File: src/kwm_pkg.sv
// Shared types and codes for the k-way sorted merge core.
// No dependencies; imported by kwm_ram users, kwm_list_table and the top level.
`default_nettype none

package kwm_pkg;

    // Field widths fixed by the stream format
    localparam int DATA_W      = 32;
    localparam int CMD_W       = 2;
    localparam int LIDX_W      = 3;
    localparam int STAT_W      = 2;
    localparam int CFG_W       = 4;
    localparam int IN_TDATA_W  = 40;   // list_index + push_value, padded to bytes
    localparam int OUT_TDATA_W = 32;
    localparam int IDX_MAX_W   = 5;    // wide enough for up to 32 lists

    typedef logic [CMD_W-1:0]  t_cmd;
    typedef logic [STAT_W-1:0] t_status;
    typedef logic [1:0]        t_tbl_op;

    // Commands
    localparam t_cmd CMD_PUSH  = 2'd0;
    localparam t_cmd CMD_POP   = 2'd1;
    localparam t_cmd CMD_CLEAR = 2'd2;
    localparam t_cmd CMD_NOP   = 2'd3;

    // Result status
    localparam t_status ST_OK     = 2'd0;
    localparam t_status ST_FULL   = 2'd1;
    localparam t_status ST_UNUSED = 2'd2;
    localparam t_status ST_EMPTY  = 2'd3;

    // List table operations
    localparam t_tbl_op TBL_NONE  = 2'd0;
    localparam t_tbl_op TBL_PUSH  = 2'd1;
    localparam t_tbl_op TBL_POP   = 2'd2;
    localparam t_tbl_op TBL_CLEAR = 2'd3;

    typedef struct packed {
        t_tbl_op               op;
        logic [IDX_MAX_W-1:0]  idx;
    } t_tbl_req;

endpackage

`default_nettype wire

File: src/kwm_list_table.sv
// Per-list fill counts and read positions of the merge core.
// Depends on kwm_pkg for the table request struct and operation codes.
`default_nettype none

module kwm_list_table
    import kwm_pkg::*;
#(
    parameter int LISTS_MAX  = 8,
    parameter int LIST_DEPTH = 64
) (
    input  wire logic                                i_clk,
    input  wire logic                                i_rst_n,
    input  wire t_tbl_req                            i_req,
    output logic [$clog2(LIST_DEPTH+1)-1:0]          o_fill   [LISTS_MAX],
    output logic [$clog2(LIST_DEPTH)-1:0]            o_rdpos  [LISTS_MAX],
    output logic [LISTS_MAX-1:0]                     o_nonempty
);

    localparam int LW  = $clog2(LISTS_MAX);
    localparam int FCW = $clog2(LIST_DEPTH+1);
    localparam int RPW = $clog2(LIST_DEPTH);

    logic [FCW-1:0] r_fill  [LISTS_MAX];
    logic [RPW-1:0] r_rdpos [LISTS_MAX];
    logic [LW-1:0]  sel;
    logic [FCW-1:0] rd_next;

    assign sel     = i_req.idx[LW-1:0];
    assign rd_next = FCW'(r_rdpos[sel]) + FCW'(1);

    always_ff @(posedge i_clk) begin
        if (!i_rst_n) begin
            for (int i = 0; i < LISTS_MAX; i++) begin
                r_fill[i]  <= '0;
                r_rdpos[i] <= '0;
            end
        end else begin
            case (i_req.op)
                TBL_PUSH: begin
                    r_fill[sel] <= r_fill[sel] + FCW'(1);
                end
                TBL_POP: begin
                    // drained list gives its space back
                    if (rd_next >= r_fill[sel]) begin
                        r_fill[sel]  <= '0;
                        r_rdpos[sel] <= '0;
                    end else begin
                        r_rdpos[sel] <= rd_next[RPW-1:0];
                    end
                end
                TBL_CLEAR: begin
                    for (int i = 0; i < LISTS_MAX; i++) begin
                        r_fill[i]  <= '0;
                        r_rdpos[i] <= '0;
                    end
                end
                default: begin
                end
            endcase
        end
    end

    always_comb begin
        for (int i = 0; i < LISTS_MAX; i++) begin
            o_fill[i]     = r_fill[i];
            o_rdpos[i]    = r_rdpos[i];
            o_nonempty[i] = (FCW'(r_rdpos[i]) != r_fill[i]);
        end
    end

    a_clear_empties: assert property (@(posedge i_clk) disable iff (!i_rst_n)
        (i_req.op == TBL_CLEAR) |=> (o_nonempty == '0))
        else $error("lists not empty after clear");

    a_pop_nonempty: assert property (@(posedge i_clk) disable iff (!i_rst_n)
        (i_req.op == TBL_POP) |-> o_nonempty[sel])
        else $error("pop issued on an empty list");

    a_push_room: assert property (@(posedge i_clk) disable iff (!i_rst_n)
        (i_req.op == TBL_PUSH) |-> (r_fill[sel] < FCW'(LIST_DEPTH)))
        else $error("push issued on a full list");

endmodule

`default_nettype wire

File: config.mk
export PLATFORM = sky130hd
export DESIGN_NAME = kwm_list_table
export DESIGN_NICKNAME = d
export VERILOG_FILES = /design/src/kwm_pkg.sv /design/src/kwm_list_table.sv
export SDC_FILE = /design/constraint.sdc
export NUM_CORES = 1
export LEC_CHECK = 0
export ABC_AREA = 0
export BUFFER_PORTS_ARGS = -buffer_cell sky130_fd_sc_hd__clkbuf_2
export CORE_AREA = 2 2 122 124
export CTS_CLUSTER_DIAMETER = 200
export DETAILED_ROUTE_END_ITERATION = 6
export DIE_AREA = 0 0 124 126
export PLACE_DENSITY_LB_ADDON = 0.08
export SYNTH_ARGS = -nofsm -noshare
export SYNTH_HDL_FRONTEND = slang
export SYNTH_SLANG_ARGS = --single-unit
File: constraint.sdc
create_clock -name i_clk -period 5.3 [get_ports i_clk]
set_input_delay 0.265 -clock i_clk [delete_from_list [all_inputs] [get_ports i_clk]]
set_output_delay 0.265 -clock i_clk [all_outputs]
set_load 0.1 [all_outputs]
**Word level (Yosys, flattened, before mapping)**

Memories as Yosys holds them, arrays and structs flattened.
Cells that the tools add are included.

- Reductions and logical operators: 2
- Divide/modulo/power cells: 0
- $lt $le $gt $ge: 1
- $add $sub $neg: 2
- Bitwise gates (word level): 18
- Equality and inequality tests: 11
- Shifts and indexed selects: 0
- Multipliers: 0
- Multiplexer cells: 39

Operator list:

| kind | number |
|---|---|
| $mux W7 | 10 |
| $mux W6 | 10 |
| $ne A6 B7 Y1 | 8 |
| $or A1 B1 Y1 | 18 |
| $mux W1 | 17 |
| $add A6 B1 Y7 const B | 1 |
| $add A7 B1 Y7 const B | 1 |
| $ge A7 B7 Y1 | 1 |
| $reduce_or A7 Y1 | 1 |
| $mux W3 | 2 |
| $reduce_or A6 Y1 | 1 |
| $eq A2 B2 Y1 const B | 2 |
| $eq A2 B1 Y1 const B | 1 |

- Latch bits: 0
- Memory bits (read-only): 0
- Output and inout bits: 112
- Memories: 2
- Bits of input ports: 9
- Bits in writable memories: 104
- Word-level logic and storage cells: 75
- Flip-flop bits (word level): 0

Memories:

| memory | words | bits a word | read ports | clocked after memory_dff | wr ports | RTL line | RTL |
|---|---|---|---|---|---|---|---|
| r_fill | 8 | 7 | 9 | 0 | 8 | kwm_list_table.sv:23 | `logic [FCW-1:0] r_fill [LISTS_MAX];` |
| r_rdpos | 8 | 6 | 9 | 0 | 8 | kwm_list_table.sv:24 | `logic [RPW-1:0] r_rdpos [LISTS_MAX];` |

**Logic depth before layout (Yosys ltp)**

An unclocked memory read counts as a cell.

- Depth in word-level cells: 10
- Depth in mapped cells: 16
- Depth with buffers taken out: 14

**Worst setup path after synthesis**

Ideal clock, no wire load.

- Path kind: register -> register
- Start: memory r_rdpos[5][0] (netlist name)
- End: memory r_fill[5][0] (netlist name), enable pin
- Clock period less this slack: 4452 ps
- Path buffers: 0
- Library setup time: 351 ps
- Required time: 4949 ps
- Setup slack: 848 ps
- Arrival: 4101 ps
- Stages on the path, launching flop included: 15
- Cells stage by stage: edfxtp_1 mux4_2 nand2_1 nand2_1 ha_1 nor3b_1 xor2_1 inv_1 ha_1 a21o_1 a21o_1 a221oi_1 nor4bb_1 nor2_1 o21ai_0

RTL lines:

| what | RTL line |
|---|---|
| start, declared | kwm_list_table.sv:24 |
| end, declared | kwm_list_table.sv:23 |

==> flow_summary.json <==
{
  "status": "completed",
  "grt_setup_unrepaired": "false",
  "synth_top_cell_area_share": 0.558,
  "firstDrtPassIters": 5,
  "timing.final.crit_share": 0.839,
  "total_routing_usage_reported_by_global_routing": 0.249,
  "async_reset_ff_frac": 0,
  "dr_total_vias": 4435,
  "worst_ep_arrival_time_ps": 4410,
  "dieWidth_um": 124,
  "final_cell_area_mm2": 0.00672,
  "post_cts.resized_instances": 0,
  "crit_path_launch_type": "register",
  "hold_violations": 0,
  "core-area_mm2": 0.0143,
  "netlist_instances": 473,
  "layout-drive-gt1-share": 0.287,
  "areal_power_density_over_the_cells_mw_per_mm2": 344,
  "crit_top_cell": "nor2_1",
  "yosysSeqAreaShare": 0.558,
  "critPathMaxFanout": 8,
  "min_delay_path_depth": 4,
  "hold_path.class": "in -> reg",
  "numClockSinks": 104,
  "timing_worst_setup_path_type": "reg -> reg",
  "setup-violations-final": 0,
  "floorplan.die_area_mm2": 0.0156,
  "synth_seq_cells": 104,
  "tritoncts": "done",
  "cts-root-buf": "clkbuf_16",
  "fp-row-count": 44,
  "yosys_warnings": 0,
  "cell_taking_the_most_area_after_synthesis": "edfxtp_1",
  "hold_start": "i_req[6]",
  "detailed_route_wire_length_um": 19000,
  "ctsLongestPathBuffers": 2,
  "wl_per_cell_um": 24.2,
  "initialDrtViolationCount": 496,
  "ctsHtreeMaxLevel": 3,
  "portBuffers": 118,
  "num_antenna_cells": 0,
  "via_count_of_the_first_global_routing_pass": 4263,
  "reg2reg_setup_slack_ps": 850,
  "worst_clock_skew_ps": 5.45,
  "mapped_nets": 491,
  "place_hpwl_um": 14900,
  "final_cell_mix": "clkbuf_2 (118), edfxtp_1 (104), nor2_1 (87)",
  "antenna_left": 0,
  "irDropWorstVdd_v": 0.000201,
  "cp.buffers_inverters": 2,
  "timing.critical_path.slowest_cell_delay_ps": 960,
  "dominantRegCellSynth": "edfxtp_1",
  "syn_avg_cell_area_um2": 11.8,
  "routed_via_density": 5.64,
  "wire_length_of_the_first_global_routing_pass_um": 27500,
  "crit_path_end_kind": "register",
  "worst_pin_slew_ps": 1250,
  "synth_top_cells_by_area": "edfxtp_1 (56%), nor2_1 (5.8%), mux4_2 (5.6%), xnor2_1 (4.4%), xor2_1 (4.4%)",
  "hold_buffers": 0,
  "timing.critical_path.required_ps": 5260,
  "ff2ff_path_depth": 13,
  "pin_count_of_the_biggest_net_entering_global_routing": 31,
  "antenna_found_initial": 0,
  "chipHeight_um": 126,
  "synth-edff-count": 104,
  "fillers": 1433,
  "remaining_max_slew_budget_at_the_tightest_pin": 0.158,
  "clk_latency_ps": 350,
  "syn-cell-area_mm2": 0.00560,
  "grt_remaining_overflow": 0,
  "detail_route.drc_violations": 0,
  "area.growth.synth_to_final_pct": 20.0,
  "floorplan.io_pins": 121,
  "fmax_ghz": 0.225,
  "worstSetupStartpoint": "r_rdpos[2][4]",
  "worst_path_max_delay_cell": "o21ai_0",
  "design.final.nets": 615,
  "static-leakage-power_nw": 2.69,
  "report.final.slew_viol_count": 0,
  "gp_routability_congestion": 0.875,
  "worst_r2r_startpoint": "r_rdpos[2][4]",
  "commonest_non_fill_non_tap_cell_in_the_layout": "clkbuf_2",
  "timing.final.crit_period_ps": 4450,
  "timing.setup.tns_ps": 0,
  "tritoncts.num_buffers": 9,
  "critical_path_cell_count": 13,
  "clkTransAtPathRegs_ps": 70,
  "synthDistinctLibCells": 48,
  "critical_path.cell_chain": "a221o_1 > a222oi_1 > nor4b_1 > xor2_1 > inv_1 > ha_1 > nand4_1 > nor2_1 > a221oi_1 > nor4bb_1 > nor2_1 > buf_4 > o21ai_0",
  "timing.max_cap.violations": 0,
  "initial_core_util": 0.391,
  "post_cts_buffers": 0,
  "postPlaceCellArea_mm2": 0.00645,
  "cp_top_family": "compound AO/OA/AOI/OAI gates"
}
metrics by stage:
step / setup WS (ps) / cells / util / hold slack [ps] / total power, mW
global placement: 632 / 770 / 0.451 / 903 / 1.70
finish: 855 / 786 / 0.469 / 553 / 2.31
CTS: 726 / 786 / 0.469 / 539 / 2.32
detailed placement: 491 / 770 / 0.451 / 917 / 1.70
global route: 498 / 786 / 0.469 / 582 / 2.38
floorplan: 848 / 473 / - / 647 / 1.54
kinds of logic (layout without fill, tap and decap cells):
kind of cell    count (synthesis)  in the layout  share of synthesized area
simple gates                  201            201                      0.168
compound gates                 41             41                     0.0490
buf+inv                        32            161                     0.0279
flops                         104            104                      0.558
fa+ha+maj                       9              9                     0.0201
xor+xnor                       56             56                     0.0877
mux                            30             30                     0.0890
worst reg2reg max path, stage by stage (launching register included):
cell and delay [ps]:
edfxtp_1 530, a221o_1 370, a222oi_1 570, nor4b_1 150, xor2_1 230, inv_1 70, ha_1 290, nand4_1 90
nor2_1 110, a221oi_1 110, nor4bb_1 310, nor2_1 70, buf_4 180, o21ai_0 960
area by class of cell:
cell class,count,area [µm²],share of cell area
timing repair buffer,139,761,0.113
clock inverter,6,35.0,0.00522
clock buffer,10,229,0.0341
multi-input combinational,337,2320,0.345
sequential,104,3120,0.465
inverter,6,22.5,0.00335
tap,184,230,0.0343
path summary, 6_finish.rpt:
path,end
max,r_fill[3][5]
min,r_rdpos[4][3]
max reg2reg,r_fill[3][5]
min reg2reg,r_fill[5][6]
Yosys cell counts (all sizes together) (3+ instances only):
cell type / number
a21o: 3
a21oi: 3
a221oi: 4
and2: 3
buf: 13
clkbuf: 13
edfxtp: 104
ha: 9
inv: 5
mux2: 5
mux2i: 10
mux4: 15
nand2: 29
nand2b: 3
nand3: 14
nand3b: 5
nand4: 9
nor2: 87
nor2b: 5
nor3: 28
nor4: 10
o21ai: 17
xnor2: 28
xor2: 28
layer usage:
layer,GRT usage,share of wire,vias to the layer above
met1,0.366,0.46,2254
met2,0.392,0.48,166
li1,-,-,1995
met3,0.0285,0.053,20
met4,0.0621,0.011,0
met5,0,0,-
power breakdown:
group	internal [mW]	switching, mW
sequential	0.956	0.0647
combinational	0.129	0.536
clock	0.317	0.305
sequential cells by signal, summed over array words and instances, names as in the netlist:
name	flops
r_fill	56
r_rdpos	48
No activity file was read; power rests on OpenSTA's default activity.
